**config.mk**
```make
export PLATFORM = sky130hd
export DESIGN_NAME = radix_text_converter
export DESIGN_NICKNAME = d
export VERILOG_FILES = /design/src/hdl/rtc_pkg.sv /design/src/hdl/radix_text_converter.sv /design/src/hdl/rtc_ctrl.sv /design/src/hdl/rtc_datapath.sv
export SDC_FILE = /design/constraint.sdc
export NUM_CORES = 1
export LEC_CHECK = 0
export ABC_AREA = 1
export BUFFER_PORTS_ARGS = -buffer_cell sky130_fd_sc_hd__buf_2
export CORE_ASPECT_RATIO = 2
export CORE_UTILIZATION = 35
export CTS_CLUSTER_DIAMETER = 40
export DETAILED_ROUTE_END_ITERATION = 10
export GPL_TIMING_DRIVEN = 0
export REMOVE_ABC_BUFFERS = 1
export SYNTH_ARGS = -nofsm -noshare
export SYNTH_HDL_FRONTEND = slang
export SYNTH_SLANG_ARGS = --single-unit
```
**constraint.sdc**
```tcl
create_clock -name aclk -period 7.14 [get_ports aclk]
set_input_delay 0.357 -clock aclk [delete_from_list [all_inputs] [get_ports aclk]]
set_output_delay 0.357 -clock aclk [all_outputs]
set_load 0.02 [all_outputs]
```
**src/hdl/rtc_pkg.sv**
```systemverilog
package rtc_pkg;

    localparam int VALUE_BITS_DEF = 28;

    localparam logic [1:0] RADIX_BIN = 2'd0;
    localparam logic [1:0] RADIX_HEX = 2'd1;
    localparam logic [1:0] RADIX_DEC = 2'd2;

    localparam logic [7:0] CHAR_ZERO      = 8'd48;
    localparam logic [7:0] CHAR_ONE       = 8'd49;
    localparam logic [7:0] CHAR_NINE      = 8'd57;
    localparam logic [7:0] CHAR_UPPER_A   = 8'd65;
    localparam logic [7:0] CHAR_UPPER_F   = 8'd70;
    localparam logic [7:0] CHAR_LOWER_A   = 8'd97;
    localparam logic [7:0] CHAR_LOWER_F   = 8'd102;
    localparam logic [7:0] HEX_UPPER_OFS  = 8'd55;
    localparam logic [7:0] HEX_LOWER_OFS  = 8'd87;

    typedef struct packed {
        logic step;
        logic scan;
        logic latch;
        logic emit_bin;
        logic emit_hex;
        logic emit_bad;
    } rtc_cmd_t;

    typedef struct packed {
        logic out_free;
        logic step_bad;
        logic bit_hit;
        logic ptr_zero;
        logic nib_zero;
    } rtc_stat_t;

endpackage

```
**src/hdl/radix_text_converter.sv**
```systemverilog
// Converts the ASCII text of a number, one character per input item, most
// significant first, in the radix set by cfg_data (0 binary, 1 hex in either
// case, 2 decimal), and on the item flagged by s_tlast emits either a single
// invalid result or the value as binary digit characters followed by
// uppercase hex digit characters, no leading zeros, '0' for zero. A bad
// digit, too many binary or hex digits, or a decimal value above
// 2^VALUE_BITS-1 makes the string invalid. Non-final characters are taken
// back to back. After the final character of a valid string the input is
// held while the leading-zero scan walks the bit pointer down one position
// per cycle and while B + ceil(B/4) results follow at one per cycle while
// m_tready is high, where B is the binary digit count. An invalid string
// gives its one result through the ST_BAD state and the output register once
// that register is free. The output register lets the next string's characters
// be taken while the last result still waits. Write the radix only while idle.
module radix_text_converter
    import rtc_pkg::*;
#(
    parameter int VALUE_BITS = VALUE_BITS_DEF,
    parameter int M_DATA_W   = ((VALUE_BITS + 8 + 7) / 8) * 8
) (
    input  logic                aclk,
    input  logic                aresetn,
    input  logic                cfg_valid,
    output logic                cfg_ready,
    input  logic [1:0]          cfg_data,   // input_radix
    input  logic                s_tvalid,
    output logic                s_tready,
    input  logic [7:0]          s_tdata,    // char_code
    input  logic                s_tlast,    // final_char
    output logic                m_tvalid,
    input  logic                m_tready,
    output logic [M_DATA_W-1:0] m_tdata,    // number_value, digit_char, zero fill
    output logic [1:0]          m_tuser,    // bad_input, digit_kind
    output logic                m_tlast     // run_end
);

    logic [1:0] radix_reg;
    rtc_cmd_t   cmd;
    rtc_stat_t  stat;

    assign cfg_ready = 1'b1;

    always_ff @(posedge aclk) begin
        if (!aresetn) begin
            radix_reg <= RADIX_BIN;
        end else if (cfg_valid) begin
            radix_reg <= cfg_data;
        end
    end

    rtc_ctrl u_ctrl (
        .aclk     (aclk),
        .aresetn  (aresetn),
        .s_tvalid (s_tvalid),
        .s_tlast  (s_tlast),
        .s_tready (s_tready),
        .stat     (stat),
        .cmd      (cmd)
    );

    rtc_datapath #(
        .VALUE_BITS (VALUE_BITS),
        .M_DATA_W   (M_DATA_W)
    ) u_datapath (
        .aclk     (aclk),
        .aresetn  (aresetn),
        .radix    (radix_reg),
        .s_tdata  (s_tdata),
        .cmd      (cmd),
        .stat     (stat),
        .m_tvalid (m_tvalid),
        .m_tready (m_tready),
        .m_tdata  (m_tdata),
        .m_tuser  (m_tuser),
        .m_tlast  (m_tlast)
    );

endmodule

```
**src/hdl/rtc_ctrl.sv**
```systemverilog
module rtc_ctrl
    import rtc_pkg::*;
(
    input  logic      aclk,
    input  logic      aresetn,
    input  logic      s_tvalid,
    input  logic      s_tlast,
    output logic      s_tready,
    input  rtc_stat_t stat,
    output rtc_cmd_t  cmd
);

    typedef enum logic [2:0] {
        ST_IDLE,
        ST_SCAN,
        ST_BIN,
        ST_HEX,
        ST_BAD
    } state_t;

    state_t state_reg;
    state_t state_next;

    always_comb begin
        cmd        = '0;
        state_next = state_reg;
        unique case (state_reg)
            ST_IDLE: begin
                if (s_tvalid) begin
                    cmd.step = 1'b1;
                    if (s_tlast) begin
                        state_next = stat.step_bad ? ST_BAD : ST_SCAN;
                    end
                end
            end
            ST_SCAN: begin
                if (stat.bit_hit) begin
                    cmd.latch  = 1'b1;
                    state_next = ST_BIN;
                end else begin
                    cmd.scan = 1'b1;
                end
            end
            ST_BIN: begin
                if (stat.out_free) begin
                    cmd.emit_bin = 1'b1;
                    if (stat.ptr_zero) begin
                        state_next = ST_HEX;
                    end
                end
            end
            ST_HEX: begin
                if (stat.out_free) begin
                    cmd.emit_hex = 1'b1;
                    if (stat.nib_zero) begin
                        state_next = ST_IDLE;
                    end
                end
            end
            ST_BAD: begin
                if (stat.out_free) begin
                    cmd.emit_bad = 1'b1;
                    state_next   = ST_IDLE;
                end
            end
            default: begin
                state_next = ST_IDLE;
            end
        endcase
    end

    always_ff @(posedge aclk) begin
        if (!aresetn) begin
            state_reg <= ST_IDLE;
        end else begin
            state_reg <= state_next;
        end
    end

    assign s_tready = (state_reg == ST_IDLE);

`ifndef SYNTHESIS
    a_cmd_onehot: assert property (@(posedge aclk) disable iff (!aresetn)
        $onehot0({cmd.step, cmd.scan, cmd.latch, cmd.emit_bin, cmd.emit_hex, cmd.emit_bad}))
        else $error("more than one datapath command at once");

    a_emit_needs_slot: assert property (@(posedge aclk) disable iff (!aresetn)
        (cmd.emit_bin || cmd.emit_hex || cmd.emit_bad) |-> stat.out_free)
        else $error("result loaded while output register is occupied");

    a_last_hex_idle: assert property (@(posedge aclk) disable iff (!aresetn)
        (cmd.emit_hex && stat.nib_zero) |=> (state_reg == ST_IDLE))
        else $error("controller did not return to idle after last hex digit");
`endif

endmodule

```
**src/hdl/rtc_datapath.sv**
```systemverilog
module rtc_datapath
    import rtc_pkg::*;
#(
    parameter int VALUE_BITS = VALUE_BITS_DEF,
    parameter int M_DATA_W   = ((VALUE_BITS + 8 + 7) / 8) * 8
) (
    input  logic                aclk,
    input  logic                aresetn,
    input  logic [1:0]          radix,
    input  logic [7:0]          s_tdata,    // char_code
    input  rtc_cmd_t            cmd,
    output rtc_stat_t           stat,
    output logic                m_tvalid,
    input  logic                m_tready,
    output logic [M_DATA_W-1:0] m_tdata,    // number_value, digit_char, zero fill
    output logic [1:0]          m_tuser,    // bad_input, digit_kind
    output logic                m_tlast
);

    localparam int CNT_W     = $clog2(VALUE_BITS + 2);
    localparam int PTR_W     = $clog2(VALUE_BITS);
    localparam int HEXD_MAX  = (VALUE_BITS + 3) / 4;
    localparam int NIB_W     = (HEXD_MAX > 1) ? $clog2(HEXD_MAX) : 1;
    localparam int HEX_W     = HEXD_MAX * 4;
    localparam int DEC_W     = VALUE_BITS + 4;

    localparam logic [CNT_W-1:0] COUNT_CAP = CNT_W'(VALUE_BITS + 1);
    localparam logic [CNT_W-1:0] BIN_LIMIT = CNT_W'(VALUE_BITS);
    localparam logic [CNT_W-1:0] HEX_LIMIT = CNT_W'(VALUE_BITS / 4);
    localparam logic [PTR_W-1:0] PTR_TOP   = PTR_W'(VALUE_BITS - 1);

    logic [VALUE_BITS-1:0] acc_reg;
    logic [CNT_W-1:0]      count_reg;
    logic                  inv_reg;
    logic [PTR_W-1:0]      ptr_reg;
    logic [NIB_W-1:0]      nib_reg;
    logic                  m_valid_reg;

    logic [VALUE_BITS-1:0] out_value_reg;
    logic                  out_bad_reg;
    logic [7:0]            out_char_reg;
    logic                  out_kind_reg;
    logic                  out_last_reg;

    logic                  dig_ok;
    logic [3:0]            dig;
    logic [CNT_W-1:0]      cnt_inc;
    logic [DEC_W-1:0]      dec_prod;
    logic [VALUE_BITS-1:0] acc_step;
    logic                  over;
    logic                  inv_next;
    logic [HEX_W-1:0]      acc_pad;
    logic [3:0]            nibble;
    logic [7:0]            hex_char;
    logic                  clear_str;

    // digit decode
    always_comb begin
        dig_ok = 1'b0;
        dig    = 4'd0;
        unique case (radix)
            RADIX_BIN: begin
                if (s_tdata == CHAR_ZERO || s_tdata == CHAR_ONE) begin
                    dig_ok = 1'b1;
                    dig    = 4'(s_tdata - CHAR_ZERO);
                end
            end
            RADIX_HEX: begin
                if (s_tdata >= CHAR_ZERO && s_tdata <= CHAR_NINE) begin
                    dig_ok = 1'b1;
                    dig    = 4'(s_tdata - CHAR_ZERO);
                end else if (s_tdata >= CHAR_UPPER_A && s_tdata <= CHAR_UPPER_F) begin
                    dig_ok = 1'b1;
                    dig    = 4'(s_tdata - HEX_UPPER_OFS);
                end else if (s_tdata >= CHAR_LOWER_A && s_tdata <= CHAR_LOWER_F) begin
                    dig_ok = 1'b1;
                    dig    = 4'(s_tdata - HEX_LOWER_OFS);
                end
            end
            RADIX_DEC: begin
                if (s_tdata >= CHAR_ZERO && s_tdata <= CHAR_NINE) begin
                    dig_ok = 1'b1;
                    dig    = 4'(s_tdata - CHAR_ZERO);
                end
            end
            default: begin
                dig_ok = 1'b0;
            end
        endcase
    end

    assign cnt_inc  = (count_reg < COUNT_CAP) ? count_reg + CNT_W'(1) : count_reg;
    assign dec_prod = ({4'd0, acc_reg} << 3) + ({4'd0, acc_reg} << 1) + DEC_W'(dig);

    // accumulate one digit
    always_comb begin
        acc_step = acc_reg;
        over     = 1'b0;
        if (dig_ok) begin
            unique case (radix)
                RADIX_BIN: begin
                    acc_step = {acc_reg[VALUE_BITS-2:0], dig[0]};
                    over     = (cnt_inc > BIN_LIMIT);
                end
                RADIX_HEX: begin
                    acc_step = {acc_reg[VALUE_BITS-5:0], dig};
                    over     = (cnt_inc > HEX_LIMIT);
                end
                default: begin
                    if (|dec_prod[DEC_W-1:VALUE_BITS]) begin
                        over     = 1'b1;
                        acc_step = '1;
                    end else begin
                        acc_step = dec_prod[VALUE_BITS-1:0];
                    end
                end
            endcase
        end
    end

    assign inv_next = inv_reg | ~dig_ok | over;

    assign acc_pad  = HEX_W'(acc_reg);
    assign nibble   = acc_pad[{nib_reg, 2'b00} +: 4];
    assign hex_char = (nibble < 4'd10) ? (CHAR_ZERO + 8'(nibble)) : (HEX_UPPER_OFS + 8'(nibble));

    assign clear_str = cmd.emit_bad | (cmd.emit_hex & (nib_reg == '0));

    always_ff @(posedge aclk) begin
        if (!aresetn) begin
            acc_reg     <= '0;
            count_reg   <= '0;
            inv_reg     <= 1'b0;
            ptr_reg     <= PTR_TOP;
            m_valid_reg <= 1'b0;
        end else begin
            if (cmd.emit_bin || cmd.emit_hex || cmd.emit_bad) begin
                m_valid_reg <= 1'b1;
            end else if (m_tready) begin
                m_valid_reg <= 1'b0;
            end
            if (cmd.step) begin
                acc_reg   <= acc_step;
                count_reg <= cnt_inc;
                inv_reg   <= inv_next;
            end
            if (cmd.scan || (cmd.emit_bin && ptr_reg != '0)) begin
                ptr_reg <= ptr_reg - PTR_W'(1);
            end
            if (clear_str) begin
                acc_reg   <= '0;
                count_reg <= '0;
                inv_reg   <= 1'b0;
                ptr_reg   <= PTR_TOP;
            end
        end
    end

    always_ff @(posedge aclk) begin
        if (cmd.latch) begin
            nib_reg <= NIB_W'(ptr_reg >> 2);
        end else if (cmd.emit_hex && nib_reg != '0) begin
            nib_reg <= nib_reg - NIB_W'(1);
        end
        if (cmd.emit_bin) begin
            out_value_reg <= acc_reg;
            out_bad_reg   <= 1'b0;
            out_char_reg  <= CHAR_ZERO + 8'(acc_reg[ptr_reg]);
            out_kind_reg  <= 1'b0;
            out_last_reg  <= 1'b0;
        end else if (cmd.emit_hex) begin
            out_value_reg <= acc_reg;
            out_bad_reg   <= 1'b0;
            out_char_reg  <= hex_char;
            out_kind_reg  <= 1'b1;
            out_last_reg  <= (nib_reg == '0);
        end else if (cmd.emit_bad) begin
            out_value_reg <= '0;
            out_bad_reg   <= 1'b1;
            out_char_reg  <= 8'd0;
            out_kind_reg  <= 1'b0;
            out_last_reg  <= 1'b1;
        end
    end

    assign stat.out_free = ~m_valid_reg | m_tready;
    assign stat.step_bad = inv_next;
    assign stat.bit_hit  = acc_reg[ptr_reg] | (ptr_reg == '0);
    assign stat.ptr_zero = (ptr_reg == '0);
    assign stat.nib_zero = (nib_reg == '0);

    assign m_tvalid = m_valid_reg;
    assign m_tdata  = M_DATA_W'({out_char_reg, out_value_reg});
    assign m_tuser  = {out_kind_reg, out_bad_reg};
    assign m_tlast  = out_last_reg;

`ifndef SYNTHESIS
    a_bad_clean: assert property (@(posedge aclk) disable iff (!aresetn)
        (m_valid_reg && out_bad_reg) |->
            (out_last_reg && out_char_reg == 8'd0 && out_value_reg == '0 && !out_kind_reg))
        else $error("invalid result carries data");

    a_count_cap: assert property (@(posedge aclk) disable iff (!aresetn)
        count_reg <= COUNT_CAP)
        else $error("digit count above saturation value");

    a_hex_char: assert property (@(posedge aclk) disable iff (!aresetn)
        (m_valid_reg && out_kind_reg && !out_bad_reg) |->
            ((out_char_reg >= CHAR_ZERO && out_char_reg <= CHAR_NINE) ||
             (out_char_reg >= CHAR_UPPER_A && out_char_reg <= CHAR_UPPER_F)))
        else $error("hex result is not an uppercase hex digit");
`endif

endmodule

```
## Yosys cells after proc, flatten, opt, wreduce, memory -nomap -nowiden

Index checks and enable logic that the tools add are counted.

| word-level totals | value |
|---|---|
| register bits | 87 |
| memory bits (read-only) | 0 |
| output and inout bits | 46 |
| bits in latches | 0 |
| word-level logic and storage cells | 139 |
| memory bits (writable) | 0 |
| memories kept | 0 |

| operators by class | value |
|---|---|
| shift operators | 1 |
| multipliers | 0 |
| equal/unequal tests | 16 |
| bitwise operators | 9 |
| reductions and logical operators | 24 |
| order comparisons | 11 |
| muxes and demuxes | 54 |
| divide/modulo/power cells | 0 |
| add/subtract/negate cells | 11 |

Operator list:

| operator | count |
|---|---|
| 2-to-1 mux 28 bit | 4 |
| case mux 28 bit (2 select lines) | 1 |
| 2-to-1 mux 3 bit | 11 |
| adder 31 x 29 -> 32 bit | 1 |
| adder 32 x 4 -> 32 bit | 1 |
| 2-to-1 mux 8 bit | 4 |
| indexed part select 28 x 6 -> 4 bit | 1 |
| 2-to-1 mux 1 bit | 22 |
| 2-to-1 mux 4 bit | 5 |
| equality test 8 x 6 -> 1 bit (second input constant) | 2 |
| greater-or-equal comparator 8 x 7 -> 1 bit (second input constant) | 2 |
| less-or-equal comparator 8 x 7 -> 1 bit (second input constant) | 2 |
| case mux 3 bit (5 select lines) | 1 |
| adder 6 x 4 -> 7 bit (first input constant) | 2 |
| inequality test 2 bit (second input constant) | 7 |
| case mux 4 bit (3 select lines) | 1 |
| greater-or-equal comparator 8 x 6 -> 1 bit (second input constant) | 1 |
| less-or-equal comparator 8 x 6 -> 1 bit (second input constant) | 1 |
| AND reduction 8 bit | 1 |
| subtractor 4 x 3 -> 4 bit (second input constant) | 2 |
| adder 6 x 1 -> 7 bit (first input constant) | 1 |
| equality test 3 x 2 -> 1 bit (second input constant) | 2 |
| zero test 3 bit | 2 |
| less-than comparator 5 x 6 -> 1 bit (second input constant) | 1 |
| other kinds (31) | 48 |

## Logic depth before layout (Yosys ltp)

| logic depth | value |
|---|---|
| depth in word-level cells | 16 |
| mapped depth | 30 |
| gate-level depth less buffers | 30 |

## Modules after synthesis

From an unflattened synthesis, not the netlist that was laid out.

| unflattened totals | value |
|---|---|
| cell total of the unflattened synthesis | 1121 |
| area, all modules | 7387.1 µm² |

By module, submodules not included:

| module | cells an instance | area an instance (µm²) | instances | sequential area each (µm²) |
|---|---|---|---|---|
| rtc_datapath | 1054 | 6975.4 | 1 | 2001.9 |
| rtc_ctrl | 53 | 322.8 | 1 | 60.1 |
| radix_text_converter | 14 | 88.8 | 1 | 40.0 |

## Least setup slack after synthesis

No wires, ideal clock.

| timing path | value |
|---|---|
| path type | in2reg |
| start point | input s_tdata[1] |
| end point | register u_datapath.acc_reg[15] (netlist: u_datapath.acc_pad[15]) |
| data required time | 7017 ps |
| library setup time | 123 ps |
| slack | 3452 ps |
| arrival time | 3565 ps |
| cell stages on the path | 26 |
| path through | inv_1 ha_1 o21ai_0 a21oi_2 inv_1 nand2_1 nand2_1 inv_1 o2bb2ai_1 fa_1 inv_1 fa_1 nor2_1 nor2_2 inv_1 nand2_1 nand3_1 nand2_1 nand3_1 nand2_1 nor2_1 nand2_1 nand2_1 buf_6 buf_4 a31oi_1 |

| between the ends | value |
|---|---|
| word-level cells in the longest chain between the ends | 10 |
| elaborated cells on any way between the ends | 32 |
| those cells by class | 4 x add/sub; 6 x order compare; 2 x eq/ne; 14 x mux; 6 x reduce/logical |

Ends and longest elaborated chain:

| what | line | RTL |
|---|---|---|
| start, declared | radix_text_converter.sv:28 | `input logic [7:0] s_tdata,` |
| greater-or-equal comparator 8 x 7 -> 1 bit or less-or-equal comparator 8 x 7 -> 1 bit (tied branches) | rtc_datapath.sv:75 | `end else if (s_tdata >= CHAR_LOWER_A && s_tdata <= CHAR_LOWER_F) begin` |
| logical AND 1 bit | rtc_datapath.sv:75 |  |
| 2-to-1 mux 4 bit | rtc_datapath.sv:75 |  |
| 2-to-1 mux 4 bit | rtc_datapath.sv:72 | `end else if (s_tdata >= CHAR_UPPER_A && s_tdata <= CHAR_UPPER_F) begin` |
| 2-to-1 mux 4 bit | rtc_datapath.sv:69 | `if (s_tdata >= CHAR_ZERO && s_tdata <= CHAR_NINE) begin` |
| case mux 4 bit (3 select lines) | rtc_datapath.sv:61 | `unique case (radix)` |
| adder 32 x 4 -> 32 bit | rtc_datapath.sv:93 | `assign dec_prod = ({4'd0, acc_reg} << 3) + ({4'd0, acc_reg} << 1) + DEC_W'(dig);` |
| OR reduction 4 bit | rtc_datapath.sv:110 | `if (\|dec_prod[DEC_W-1:VALUE_BITS]) begin` |
| 2-to-1 mux 28 bit | rtc_datapath.sv:110 |  |
| case mux 28 bit (2 select lines) | rtc_datapath.sv:100 | `unique case (radix)` |
| end signal, assigned | rtc_datapath.sv:143 | `acc_reg <= acc_step;` |
| end, declared | rtc_datapath.sv:32 | `logic [VALUE_BITS-1:0] acc_reg;` |

Several ways; a longest one is shown, not always the timed one.
A chain may end at the register's enable or synchronous reset.

## Worst setup path in the final report

| timing path | value |
|---|---|
| start point | register radix_reg[1] |
| end point | register u_ctrl.state_reg[0] |

| between the ends | value |
|---|---|
| word-level cells in the longest chain between the ends | 12 |
| elaborated cells on any way between the ends | 17 |
| those cells by class | 1 x add/sub; 2 x eq/ne; 9 x mux; 3 x bitwise; 2 x reduce/logical |

Ends and longest elaborated chain:

| what | line | RTL |
|---|---|---|
| start, declared | radix_text_converter.sv:37 | `logic [1:0] radix_reg;` |
| start signal, assigned | radix_text_converter.sv:47 | `radix_reg <= cfg_data;` |
| equality test 2 bit (tied with other cells) | rtc_datapath.sv:61 |  |
| case mux 4 bit (3 select lines) | rtc_datapath.sv:61 |  |
| adder 32 x 4 -> 32 bit | rtc_datapath.sv:93 |  |
| OR reduction 4 bit | rtc_datapath.sv:110 |  |
| 2-to-1 mux 1 bit | rtc_datapath.sv:110 |  |
| case mux 1 bit (2 select lines) | rtc_datapath.sv:100 |  |
| 2-to-1 mux 1 bit | rtc_datapath.sv:99 | `if (dig_ok) begin` |
| OR 1 bit (*) | rtc_datapath.sv:121 | `assign inv_next = inv_reg \| ~dig_ok \| over;` |
| 2-to-1 mux 3 bit (*) | rtc_ctrl.sv:32 | `state_next = stat.step_bad ? ST_BAD : ST_SCAN;` |
| 2-to-1 mux 3 bit (*) | rtc_ctrl.sv:31 | `if (s_tlast) begin` |
| 2-to-1 mux 3 bit (*) | rtc_ctrl.sv:29 | `if (s_tvalid) begin` |
| case mux 3 bit (5 select lines) (*) | rtc_ctrl.sv:27 | `unique case (state_reg)` |
| end signal, assigned | rtc_ctrl.sv:76 | `state_reg <= state_next;` |
| end, declared | rtc_ctrl.sv:21 | `state_t state_reg;` |

Every way passes the cells marked *; elsewhere a longest branch is shown, timed or not. The select of a mux whose other input is x is not followed.

==> impl_results.rst <==
.. list-table::
   :header-rows: 1

   * - Metric
     - Value
   * - Hold Path Class
     - input pin to flop
   * - Count of pins on the block boundary
     - between 60 and 70
   * - First-pass GRT wire length
     - 32.1 mm
   * - Tightest Pin Transition
     - ~1.3 ns
   * - Number of nets with antenna violations after routing
     - 0
   * - Buffer levels on the longest clock path
     - 2
   * - Part of the total power dissipated in the clock network
     - 0.282
   * - Detailed Place HPWL
     - between 15 and 20 mm
   * - Endpoint arrival time on the critical path
     - 6.07 ns
   * - Count of different cell masters after synthesis
     - 45
   * - Time the final worst path needs with I/O delays and setup
     - 5.79 ns
   * - Final weighted congestion in routability-driven placement
     - 0.929
   * - Number of global-route vias before repair
     - about 6,600
   * - Number of antenna violations at the first check in global routing
     - 0
   * - Portion of the post-synthesis area used by sequential elements
     - 0.309
   * - Sum Neg Setup Slack
     - 0 ns
   * - Unrepaired setup endpoints after global routing
     - no
   * - Share of layout cells above drive strength 1
     - 0.0889
   * - Setup CP Type
     - flop to flop
   * - Overall routed net length
     - ~20 mm
   * - 1st-iter DRT viols
     - about 390
   * - Average routed wire per standard cell
     - 15.8 µm
   * - Critical path data required time
     - between 7 and 8 ns
   * - Clock latency at the later pin of the worst-skew pair
     - about 0.35 ns
   * - Final antenna diode count
     - 0
   * - Placement Rows
     - between 70 and 80
   * - Quantity of gates resized following cts
     - 0
   * - Post-place setup slack
     - between 1 and 1.5 ns
   * - Combinational fraction of design power
     - 0.331
   * - Internal portion of total power
     - roughly 1.2 mW
   * - CTS sink cnt
     - 86
   * - Initial core utilization
     - 0.360
   * - Max_cap viols
     - 0
   * - Die Area
     - between 20,000 and 25,000 µm²
   * - TritonCTS clock tree
     - built
   * - Clock-pin slew on the worst setup and hold paths
     - about 0.070 ns
   * - Worst hold margin
     - between 0.2 and 0.25 ns
   * - Die width
     - between 100 and 150 µm
   * - Launching element type of the critical path
     - flop
   * - Crit Path Max Fanout
     - 32
   * - Mapped Cells
     - a little under 1,000
   * - Post-synthesis cell type with the largest combined area
     - sky130_fd_sc_hd__edfxtp_1
   * - Flip-flop and latch count after synthesis
     - between 80 and 90
   * - Top-area cell type share of the netlist area
     - 0.168
   * - Area of the core
     - approximately 19,000 µm²
   * - Number of setup buffers added after CTS
     - 0
   * - Count of flip-flops with a built-in enable after synthesis
     - 38
   * - Synth top area cells
     - sky130_fd_sc_hd__edfxtp_1 17%, sky130_fd_sc_hd__dfxtp_1 14%, sky130_fd_sc_hd__ha_1 12%, sky130_fd_sc_hd__nand2_1 11%, sky130_fd_sc_hd__inv_1 7.3%
   * - Number of port buffers
     - 55
   * - Highest attainable clock frequency
     - 0.173 GHz
   * - Final Cycle Share
     - 0.810
   * - TritonCTS Buffers
     - 9
   * - Most common cell in the netlist
     - sky130_fd_sc_hd__nand2_1
   * - Count of nets after finishing
     - 1,088
   * - Predominant post-synthesis flop cell
     - sky130_fd_sc_hd__dfxtp_1
   * - Ratio of routed vias to standard cells
     - 5.20
   * - Synth Cell Area
     - slightly below 7000 µm²
   * - Largest net degree at the start of global routing
     - 38
   * - Switching share of power
     - 0.385
   * - Fillers
     - between 2,000 and 2,500
   * - Most frequent cells after synthesis
     - 205 x sky130_fd_sc_hd__nand2_1, 132 x sky130_fd_sc_hd__inv_1, 113 x sky130_fd_sc_hd__nor2_1, 80 x sky130_fd_sc_hd__a21oi_1, 78 x sky130_fd_sc_hd__o21ai_0
   * - Share of synthesized registers carrying an async set or reset
     - 0
   * - Tightest slew margin relative to the limit
     - 0.126
   * - Level count of the clock H-tree
     - 3
   * - Leakage power total
     - roughly 3.6 nW
   * - Root buf cell
     - sky130_fd_sc_hd__clkbuf_16
   * - Max IR drop VDD
     - between 200 and 250 µV
   * - Switching power
     - between 700 and 800 µW
   * - Nature of the critical path endpoint
     - flop
   * - Ys Warns
     - 0
   * - Result of the run
     - completed
   * - Pwr per Cell Area
     - about 260 nW/µm²
   * - Post-synthesis average cell area
     - 7.01 µm²
   * - Total of endpoints with negative setup slack in the final report
     - 0
   * - Residual DRC count
     - 0
   * - Area delta synth->final
     - 11.3%
   * - Total number of vias
     - roughly 6,600
   * - Number of pins exceeding their max-slew limit in the final report
     - 0
   * - Total Routing Usage GR
     - 0.207
   * - DIE HEIGHT
     - 199 µm
   * - First-pass iteration count of the detailed router
     - 5
   * - Hold-fix buffers, CTS
     - 0
   * - Residual overflow from global routing
     - 0
   * - Sequential group share of total power
     - 0.387
   * - Final setup slack of the worst path
     - approximately 1.4 ns
   * - Final Hold Vio Count
     - 0
   * - Layout Skew
     - ~0.010 ns
[worst max-delay path, stage by stage, from the launching register on]
cell,delay (ns)
sky130_fd_sc_hd__dfxtp_1,1.19
sky130_fd_sc_hd__nor2_1,0.54
sky130_fd_sc_hd__nand2_1,0.25
sky130_fd_sc_hd__inv_1,0.13
sky130_fd_sc_hd__o2bb2ai_1,0.17
sky130_fd_sc_hd__fa_1,0.52
sky130_fd_sc_hd__inv_1,0.07
sky130_fd_sc_hd__fa_1,0.47
sky130_fd_sc_hd__nor2_1,0.15
sky130_fd_sc_hd__nor2_2,0.06
sky130_fd_sc_hd__inv_1,0.07
sky130_fd_sc_hd__nand2_1,0.06
sky130_fd_sc_hd__nand3_1,0.25
sky130_fd_sc_hd__nand2_1,0.12
sky130_fd_sc_hd__nand3_1,0.10
sky130_fd_sc_hd__nand2_1,0.05
sky130_fd_sc_hd__nor2_1,0.08
sky130_fd_sc_hd__nand2_1,0.07
sky130_fd_sc_hd__nand2_1,0.79
sky130_fd_sc_hd__nand2_1,0.26
sky130_fd_sc_hd__nand2_1,0.12
sky130_fd_sc_hd__nand2_1,0.06
sky130_fd_sc_hd__a21oi_1,0.11
[stage by stage]
step | utilization | cells | power [mW] | instance area [µm²]
finish | 0.401 | 1267 | 1.97 | 7580
floorplan | - | 940 | 1.19 | 6610
detailed placement | 0.382 | 1251 | 1.43 | 7240
global placement | 0.381 | 1250 | 1.40 | 7200
CTS | 0.401 | 1267 | 1.97 | 7580
global route | 0.401 | 1267 | 2.08 | 7580
[power groups by stage]
| stage | combinational (mW) | sequential [mW] | clock (mW) |
|---|---|---|---|
| after floorplan | 0.303 | 0.883 | 0 |
| after global placement | 0.632 | 0.771 | 0 |
| after detailed placement | 0.654 | 0.772 | 0 |
| after CTS | 0.656 | 0.762 | 0.554 |
| after global routing | 0.725 | 0.777 | 0.575 |
| final | 0.651 | 0.761 | 0.555 |
[per-layer routing]
layer,share of wire,GRT usage
met5,0,0
met3,0.026,0.0234
met4,0.051,0.122
met2,0.56,0.409
met1,0.36,0.199
[cell type report]
cell class	count	area [µm²]	share of cell area
timing repair buffer	56	303	0.0399
multi-input combinational	716	3990	0.527
sequential	86	2100	0.277
clock inverter	7	120	0.0158
tap	255	319	0.0421
clock buffer	9	225	0.0297
inverter	138	519	0.0685
[cell usage in the layout (no fill, tap or decap), types with 31 or more instances in the layout]
master,Yosys,final
sky130_fd_sc_hd__a21oi_1,80,80
sky130_fd_sc_hd__buf_2,6,55
sky130_fd_sc_hd__dfxtp_1,48,48
sky130_fd_sc_hd__edfxtp_1,38,38
sky130_fd_sc_hd__ha_1,63,63
sky130_fd_sc_hd__inv_1,132,132
sky130_fd_sc_hd__nand2_1,205,204
sky130_fd_sc_hd__nand3_1,31,31
sky130_fd_sc_hd__nor2_1,113,112
sky130_fd_sc_hd__o21ai_0,78,78
[cell families after synthesis]
kind of cell,share of synthesized area
xor+xnor,0.0347
simple gates,0.218
flops,0.309
buf+inv,0.108
compound gates,0.208
fa+ha+maj,0.122
other cells,0.00110
[path summary, 6_finish.rpt]
check / from / end / slack (ns) / depth (start not counted)
worst max-delay path: radix_reg[1] / u_ctrl.state_reg[0] / 1.35 / 22
worst min-delay path: cfg_data[1] / radix_reg[1] / 0.24 / 3
worst max register to register: radix_reg[1] / u_ctrl.state_reg[0] / 1.35 / 22
worst min register to register: u_datapath.inv_reg / u_datapath.inv_reg / 0.46 / 2
Power figures use the tool's default switching activity.
